**config.mk**
```make
export PLATFORM = sky130hd
export DESIGN_NAME = bwti_ctrl
export DESIGN_NICKNAME = d
export VERILOG_FILES = /design/src/bwti_pkg.sv /design/src/bwti_ctrl.sv
export SDC_FILE = /design/constraint.sdc
export NUM_CORES = 1
export LEC_CHECK = 0
export BUFFER_PORTS_ARGS = -buffer_cell sky130_fd_sc_hd__buf_2
export CAP_MARGIN = 20
export CORE_UTILIZATION = 30
export DETAILED_ROUTE_END_ITERATION = 12
export SLEW_MARGIN = 0
export SYNTH_ARGS = -nofsm -noshare
export SYNTH_HDL_FRONTEND = slang
export SYNTH_SLANG_ARGS = --single-unit
```
**constraint.sdc**
```tcl
create_clock -name clk -period 1.7 [get_ports clk]
set_input_delay 0.34 -clock clk [delete_from_list [all_inputs] [get_ports clk]]
set_output_delay 0.34 -clock clk [all_outputs]
set_load 0.1 [all_outputs]
```
**src/bwti_pkg.sv**
```systemverilog
// ----------------------------------------------------------------------------
// bwti_pkg
// shared types and constants of the inverse block-sorting transform
// ----------------------------------------------------------------------------
package bwti_pkg;

    localparam int BYTE_W     = 8;
    localparam int PROW_W     = 12;
    localparam int STATUS_W   = 2;
    localparam int IN_DATA_W  = 24;
    localparam int OUT_DATA_W = 8;
    localparam int NUM_SYMS   = 256;
    localparam int SYM_W      = 8;
    localparam int SWEEP_W    = 9;

    typedef enum logic [STATUS_W-1:0] {
        RES_OK    = 2'd0,
        RES_EMPTY = 2'd1,
        RES_ERR   = 2'd2
    } res_t;

    typedef struct packed {
        logic capture;
        logic discard;
        logic col_wr;
        logic cnt_load_rd;
        logic cnt_load_wr;
        logic bl_inc;
        logic sum_start;
        logic sum_step;
        logic fill_col_rd;
        logic fill_slot_rd;
        logic fill_wr;
        logic commit;
        logic row_rd;
        logic walk_step;
        logic out_load;
        res_t out_status;
    } cmd_t;

    typedef struct packed {
        logic is_read;
        logic last;
        logic ready;
        logic full;
        logic rem_zero;
        logic prow_bad;
        logic sum_done;
        logic fill_last;
    } stat_t;

endpackage

```
**src/bwti_ctrl.sv**
```systemverilog
// ----------------------------------------------------------------------------
// bwti_ctrl
// sequencer for load, table build, walk and result handoff
// ----------------------------------------------------------------------------
module bwti_ctrl
(
    input  logic            clk,
    input  logic            rst_n,
    input  logic            s_tvalid,
    output logic            s_tready,
    output logic            m_tvalid,
    input  logic            m_tready,
    input  bwti_pkg::stat_t stat,
    output bwti_pkg::cmd_t  cmd
);

    typedef enum logic [3:0] {
        ST_IDLE,
        ST_DECIDE,
        ST_LOAD_INC,
        ST_LAST_CHK,
        ST_SUM,
        ST_FILL_COL,
        ST_FILL_SLOT,
        ST_FILL_WR,
        ST_FIN,
        ST_ROW,
        ST_RESP
    } state_t;

    state_t          state_reg;
    state_t          state_next;
    bwti_pkg::res_t  res_reg;
    bwti_pkg::res_t  res_next;
    logic            m_tvalid_reg;
    logic            m_tvalid_next;
    logic            out_free;

    assign out_free = !m_tvalid_reg || m_tready;

    always_comb
    begin
        state_next    = state_reg;
        res_next      = res_reg;
        m_tvalid_next = m_tvalid_reg && !m_tready;
        cmd           = '0;
        cmd.out_status = res_reg;
        unique case (state_reg)
            ST_IDLE:
            begin
                cmd.capture = s_tvalid;
                if (s_tvalid)
                begin
                    state_next = ST_DECIDE;
                end
            end
            ST_DECIDE:
            begin
                if (!stat.is_read)
                begin
                    if (stat.ready)
                    begin
                        // a decoded block is dropped, then the load is retried
                        cmd.discard = 1'b1;
                    end
                    else if (stat.full)
                    begin
                        cmd.discard = stat.last;
                        res_next    = bwti_pkg::RES_ERR;
                        state_next  = ST_RESP;
                    end
                    else
                    begin
                        cmd.col_wr      = 1'b1;
                        cmd.cnt_load_rd = 1'b1;
                        state_next      = ST_LOAD_INC;
                    end
                end
                else if (stat.rem_zero)
                begin
                    res_next   = bwti_pkg::RES_EMPTY;
                    state_next = ST_RESP;
                end
                else
                begin
                    cmd.row_rd = 1'b1;
                    state_next = ST_ROW;
                end
            end
            ST_LOAD_INC:
            begin
                cmd.cnt_load_wr = 1'b1;
                cmd.bl_inc      = 1'b1;
                state_next      = stat.last ? ST_LAST_CHK : ST_IDLE;
            end
            ST_LAST_CHK:
            begin
                if (stat.prow_bad)
                begin
                    cmd.discard = 1'b1;
                    res_next    = bwti_pkg::RES_ERR;
                    state_next  = ST_RESP;
                end
                else
                begin
                    cmd.sum_start = 1'b1;
                    state_next    = ST_SUM;
                end
            end
            ST_SUM:
            begin
                cmd.sum_step = 1'b1;
                if (stat.sum_done)
                begin
                    state_next = ST_FILL_COL;
                end
            end
            ST_FILL_COL:
            begin
                cmd.fill_col_rd = 1'b1;
                state_next      = ST_FILL_SLOT;
            end
            ST_FILL_SLOT:
            begin
                cmd.fill_slot_rd = 1'b1;
                state_next       = ST_FILL_WR;
            end
            ST_FILL_WR:
            begin
                cmd.fill_wr = 1'b1;
                state_next  = stat.fill_last ? ST_FIN : ST_FILL_SLOT;
            end
            ST_FIN:
            begin
                cmd.commit = 1'b1;
                state_next = ST_IDLE;
            end
            ST_ROW:
            begin
                cmd.walk_step = 1'b1;
                res_next      = bwti_pkg::RES_OK;
                state_next    = ST_RESP;
            end
            ST_RESP:
            begin
                cmd.out_load = out_free;
                if (out_free)
                begin
                    m_tvalid_next = 1'b1;
                    state_next    = ST_IDLE;
                end
            end
            default:
            begin
                state_next = ST_IDLE;
            end
        endcase
    end

    always_ff @(posedge clk or negedge rst_n)
    begin
        if (!rst_n)
        begin
            state_reg    <= ST_IDLE;
            res_reg      <= bwti_pkg::RES_OK;
            m_tvalid_reg <= 1'b0;
        end
        else
        begin
            state_reg    <= state_next;
            res_reg      <= res_next;
            m_tvalid_reg <= m_tvalid_next;
        end
    end

    assign s_tready = (state_reg == ST_IDLE);
    assign m_tvalid = m_tvalid_reg;

endmodule

```
==> run summary, run 1 <==
===========================================================================
Site row count ...............................................           16
Number of DRC markers in iteration 0 .........................           22
Net count after synthesis ....................................           93
Met1 wire length .............................................      1060 um
Average footprint of a synthesized cell ......................    7.80 um^2
Effective utilization at floorplan ...........................        32.2%
Top layer used by detailed routing ...........................         met4
Post-synth EDFFs .............................................            0
Leakage power of the design ..................................     0.595 nW
Final cell count without fillers .............................          161
Highest-count cells in the layout ignoring fill and taps ..... 18 x buf_12, 16 x buf_4, 14 x buf_2
Type of the worst min-delay path .............................       in2reg
Placer Congestion ............................................        0.874
Average wire length per cell after detail routing ............      15.5 um
Highest fanout seen on the critical path .....................            4
Met2 Routed Length ...........................................      1250 um
Slew of the pin with the lowest slew margin ..................     0.486 ns
Final number of setup-violating endpoints ....................           16
Worst endpoint required time .................................      1.36 ns
Unrepaired setup endpoints after global routing ..............         true
Upper clock frequency limit ..................................    0.534 GHz
Fraction of registers with async set/reset ...................         100%
Internal reg-to-reg setup slack ..............................     -0.04 ns
Filler cell count in the final layout ........................          130
Residual antenna-violating net count after detailed routing ..            0
Port bufs ....................................................           30
Fraction of the cycle the final worst path needs .............         110%
Final design utilization .....................................        75.1%
Initial antenna violation count ..............................            0
Tmin final ...................................................      1.87 ns
Area grow syn2layout .........................................         133%
Count of state elements after synthesis ......................            7
Maximum number of pins on one net before global-route repair .           16
Sinks on the clock net .......................................            7
Final Hold Fails .............................................            0
Ratio of cells with drive above 1 in the final layout ........        61.9%
Sequential fraction of the synthesis area ....................        27.7%
Final max-slew violation count ...............................            0
Height of the chip ...........................................      47.9 um
Worst Slack Setup Final ......................................    -0.173 ns
Max Cap Viol .................................................            0
TritonCTS clock tree .........................................        built
Outcome ...................................................... complete, but fails checks
Total via count after detailed routing .......................          835
Cell chosen for the clock root ...............................     clkbuf_4
Crit path arrival time .......................................      1.53 ns
Die boundary width ...........................................      47.9 um
Tot GR Track Use .............................................        22.0%
Type of element capturing the critical path ..................   output pin
Netlist Area Pre-Place .......................................     632 um^2
Core region area .............................................    1960 um^2
Skew-Pair Late Insertion Delay ...............................      0.26 ns
Normalized max-slew margin ...................................        67.8%
Max Root-Sink Buffers ........................................            2
Max reg flops ................................................            4
Routed Wire Length ...........................................      2500 um
Final setup skew .............................................   0.00250 ns
Cell count after placement ...................................          145
Number of global-route vias before repair ....................          781
Most common cell after layout, fill and taps aside ...........       buf_12
Commonest register cell after synthesis ......................      dfrtp_1
Start-to-end type of the worst setup path ....................      reg2out
Reg clk slew, reported paths .................................      0.05 ns
Synth cell types .............................................           35
Die ar. ......................................................    2290 um^2
Worst slack, placed ..........................................    0.0138 ns
Violated checks .............................................. negative setup slack
Worst IR Drop VDD ............................................    0.00195 V
Final nets ...................................................          147
Cell area power density ...................................... 2030 nW/um^2
Number of buffers added by the clock tree synthesis step .....            3
Detail Placement HPWL ........................................      1690 um
Area of combinational cells with multiple inputs .............     584 um^2
Register cell area after layout ..............................     179 um^2
ANT cells ....................................................            0
Count of mapped cells out of synthesis .......................           81
Detailed-router iteration count before antenna repair ........            4
Number of top-level pins .....................................           31
Wire length on met3 ..........................................       100 um
Overflow left after global routing ...........................            0
Count of warnings emitted by yosys ...........................            0
Residual DRC count ...........................................            0
Startpoint Class .............................................    flip-flop
H-Tree Level Count ...........................................            1
Global-route wire length before repair .......................      3440 um
Average vias per placed instance .............................         5.19
===========================================================================
[stage by stage]
stage / instance area (um^2) / hold WS (ns) / total power [W] / setup TNS (ns)
4_1_cts: 1390 / 0.293 / 0.00284 / -1.14
2_1_floorplan: 767 / 0.0444 / 0.00183 / -7.99
3_3_place_gp: 1230 / 0.174 / 0.00245 / 0
3_5_place_dp: 1230 / 0.178 / 0.00248 / 0
5_1_grt: 1470 / 0.298 / 0.00312 / -2.79
6_report: 1470 / 0.296 / 0.00299 / -1.77
[logic make-up after synthesis]
| family | synth area share (%) |
|---|---|
| compound gates | 22.0 |
| flops | 27.7 |
| xor+xnor | 1.39 |
| mux | 3.96 |
| buf+inv | 8.71 |
| simple gates | 36.2 |
[power by group]
group	internal [W]	total, W	switching [W]
Sequential	0.000238	0.000303	0.0000646
Clock	0.0000898	0.000155	0.0000651
Combinational	0.000978	0.00254	0.00156
Total	0.00131	0.00299	0.00169
[path summary, 6_finish.rpt]
| check | from | endpoint | cells past startpoint |
|---|---|---|---|
| max reg2reg | state_reg[2] | state_reg[3] | 7 |
| max | state_reg[2] | cmd[13] | 6 |
| min | m_tready | m_tvalid | 2 |
| min in group asynchronous | rst_n | state_reg[0] | 2 |
| max in group asynchronous | rst_n | state_reg[3] | 2 |
| min reg2reg | res_reg[1] | res_reg[1] | 1 |
[layout make-up]
cell class | count | area share [%]
clock buffers | 4 | 1.78
inverters | 3 | 1.27
multi-input cells | 65 | 39.6
flip-flops and latches | 7 | 12.1
well taps | 27 | 2.29
repair buffers | 55 | 42.9
[critical path, cell delays in order (launching register included)]
cell,delay (ns)
dfrtp_2,0.45
buf_12,0.15
nor2_4,0.11
nand2b_4,0.09
nor4_4,0.12
buf_4,0.17
buf_12,0.17
[layer usage]
layer	track usage (%)	vias up
li1	-	400
met1	27.7	389
met2	34.3	35
met3	4.15	11
met4	13.3	0
met5	0	-
[what timing repair did]
action	4_1_cts	5_1_grt
gates cloned	0	0
pin swaps	5	7
endpoints found under the hold margin	7	0
endpoints found under the setup margin	16	17
hold buffers	1	0
buffers inserted	5	6
gates resized for setup	20	6
[Yosys cell counts, drive strengths merged (2+ instances only)]
master,count,share of area (%)
nor2,11,6.5
dfrtp,7,28
nor3,4,3.2
nand3b,2,2.4
nor4,3,3.0
a211oi,3,3.6
buf,6,6.9
o21ai,6,4.8
nand2b,10,9.9
a21oi,4,3.2
nand2,3,1.8
inv,3,1.8
No activity file was read; power rests on OpenSTA's default activity.
==> run 2: changes to the inputs <==
Settings changed: CORE_ASPECT_RATIO set to 1.2, CTS_BUF_LIST set to sky130_fd_sc_hd__clkbuf_16.
==> run 2 against run 1 <==
Against the previous run: the run still ends with negative setup slack left; critical path depth down 2; worst hold slack better by 0.033 ns; non-clock buffer count is 1 higher; largest power group unchanged; register-to-register slack barely moved; via count increased by 3.6%; core utilization increased by 3.6 points; maximum frequency up 2.3%; sequential power is 13% higher; final area increased by 2.2%; clock power increased to 2.6 times the previous value; sequential share of layout area down 0.18 points; count of clock-buffer cells in the layout is 1 lower.
==> run summary, run 2 (synthesis gave the netlist of run 1 again) <==
===========================================================================
Outcome ...................................................... complete, but fails checks
Violated checks .............................................. negative setup slack
ANT cells ....................................................            0   unchanged
Height of the chip ...........................................      52.3 um   +9.1%
Fraction of the cycle the final worst path needs .............         108%   -2.5 points
Worst Slack Setup Final ......................................    -0.130 ns   +0.0424 ns
Slew of the pin with the lowest slew margin ..................     0.483 ns   -0.00327 ns
Tmin final ...................................................      1.83 ns   -0.0424 ns
Initial antenna violation count ..............................            0   unchanged
Detail Placement HPWL ........................................      1710 um   +1.3%
Most common cell after layout, fill and taps aside ...........        buf_4
Internal reg-to-reg setup slack ..............................     -0.03 ns   about the same
Average wire length per cell after detail routing ............      17.3 um   +11%
Hold path start ..............................................     m_tready
Register cell area after layout ..............................     180 um^2   +0.70%
Global-route wire length before repair .......................      3930 um   +14%
Endpoint of the most critical register-to-register path ...... state_reg[3]
Logic depth of the worst register-to-register path ...........            6   -1
Highest fanout seen on the critical path .....................            7   +3
Maximum number of pins on one net before global-route repair .           12   -4
Average vias per placed instance .............................         5.62   +8.3%
Detailed-router iteration count before antenna repair ........            6   +2
Leakage power of the design ..................................     0.625 nW   +4.9%
TritonCTS clock tree .........................................        built
Worst IR Drop VDD ............................................    0.00147 V   -25%
H-Tree Level Count ...........................................            1   unchanged
Worst slack, placed ..........................................    0.0195 ns   +0.00566 ns
Number of DRC markers in iteration 0 .........................           31   +41%
Startpoint Class .............................................    flip-flop
Cell count after placement ...................................          139   -4.1%
Overflow left after global routing ...........................            0   unchanged
Tot GR Track Use .............................................        23.4%   +1.4 points
Routed Wire Length ...........................................      2660 um   +6.4%
Number of global-route vias before repair ....................          818   +4.7%
Unrepaired setup endpoints after global routing ..............         true
Effective utilization at floorplan ...........................        33.0%   +0.80 points
Max reg flops ................................................            4   unchanged
Site row count ...............................................           17   +1
Die boundary width ...........................................      43.9 um   -8.4%
Reg-to-reg startpoint ........................................ state_reg[2]
Max Root-Sink Buffers ........................................            2   unchanged
Port bufs ....................................................           30   unchanged
Highest-count cells in the layout ignoring fill and taps ..... 19 x buf_4, 16 x buf_12, 14 x buf_2
Normalized max-slew margin ...................................        68.0%   +0.22 points
Cell chosen for the clock root ...............................    clkbuf_16
Instance count along the most critical hold path .............            2   unchanged
Placer Congestion ............................................        0.938   +7.3%
Skew-Pair Late Insertion Delay ...............................      0.23 ns   -0.03 ns
Number of buffers added by the clock tree synthesis step .....            3   unchanged
Final Hold Fails .............................................            0   unchanged
Ratio of cells with drive above 1 in the final layout ........        63.7%   +1.8 points
Sinks on the clock net .......................................            7   unchanged
Residual antenna-violating net count after detailed routing ..            0   unchanged
Final setup skew .............................................   0.00418 ns   +0.00168 ns
Type of the worst min-delay path .............................       in2reg
Type of element capturing the critical path ..................   output pin
Worst hold slack after final layout ..........................     0.329 ns   +0.0331 ns
Core region area .............................................    1910 um^2   -2.4%
Reg clk slew, reported paths .................................      0.04 ns   about the same
Filler cell count in the final layout ........................          122   -6.2%
Crit path arrival time .......................................      1.49 ns   -0.04 ns
Start-to-end type of the worst setup path ....................      reg2out
Max Cap Viol .................................................            0   unchanged
Upper clock frequency limit ..................................    0.546 GHz   +2.3%
Area of combinational cells with multiple inputs .............     602 um^2   +3.0%
Final max-slew violation count ...............................            0   unchanged
Final nets ...................................................          148   +0.68%
Worst Hold End ...............................................     m_tvalid
Final cell count without fillers .............................          154   -4.3%
Cell area power density ...................................... 2180 nW/um^2   +7.2%
Residual DRC count ...........................................            0   unchanged
Final number of setup-violating endpoints ....................           15   -1
Number of top-level pins .....................................           31   unchanged
Area grow syn2layout .........................................         138%
Total via count after detailed routing .......................          865   +3.6%
Worst endpoint required time .................................      1.36 ns   about the same
Die ar. ......................................................    2290 um^2   about the same
Final design utilization .....................................        78.7%   +3.6 points
===========================================================================
-- run 2: critical path, stage by stage, from the launching register on --
cell	delay, ns
dfrtp_2	0.48
buf_6	0.15
nor4_4	0.27
and2_4	0.19
buf_12	0.16
-- run 2: metrics by stage --
step,setup TNS (ns),cell area [um^2],power (W)
after global placement,0,1230,0.00249
final,-0.871,1510,0.00328
after detailed placement,0,1230,0.00251
after floorplan,-7.99,767,0.00183
after CTS,-0.545,1420,0.00306
after global routing,-1.61,1510,0.00341
-- run 2: final cells by class --
cell class              instances  area share [%]
repair buffers                 56            40.5
multi-input cells              65            40.0
flip-flops and latches          7            12.0
clock buffers                   3            4.98
well taps                      19            1.58
inverters                       3           0.748
clock inverters                 1           0.249
-- run 2: routing by layer --
layer	part of all wire, %	vias to the layer above	GRT usage, %
met5	0	-	0
met4	2.2	0	7.07
met3	7.3	8	6.21
met2	53	40	41.3
met1	37	416	27.2
li1	-	401	-
-- run 2: worst max-delay path by stage --
stage	startpoint	to	slack [ns]	cells past startpoint
2_1_floorplan	state_reg[1]	cmd[16]	-0.86	3
3_3_place_gp	state_reg[2]	res_reg[1]	0.05	4
3_5_place_dp	state_reg[1]	cmd[14]	0.02	4
4_1_cts	state_reg[3]	cmd[16]	-0.12	4
5_1_grt	state_reg[2]	cmd[16]	-0.17	4
6_report	state_reg[2]	cmd[16]	-0.13	4
-- run 2: report_power, final --
group          total [W]  switching, W  internal, W
clock network   0.000402     0.0000956     0.000307
logic            0.00254       0.00156     0.000979
registers       0.000343      0.000102     0.000241
-- run 2: timing repair --
item / in CTS / in global routing
resized for setup: 15 / 11
hold buffers: 1 / 0
pin swaps: 6 / 6
endpoints found under the hold margin: 7 / 0
buffers inserted: 5 / 5
setup endpoints to repair: 15 / 19
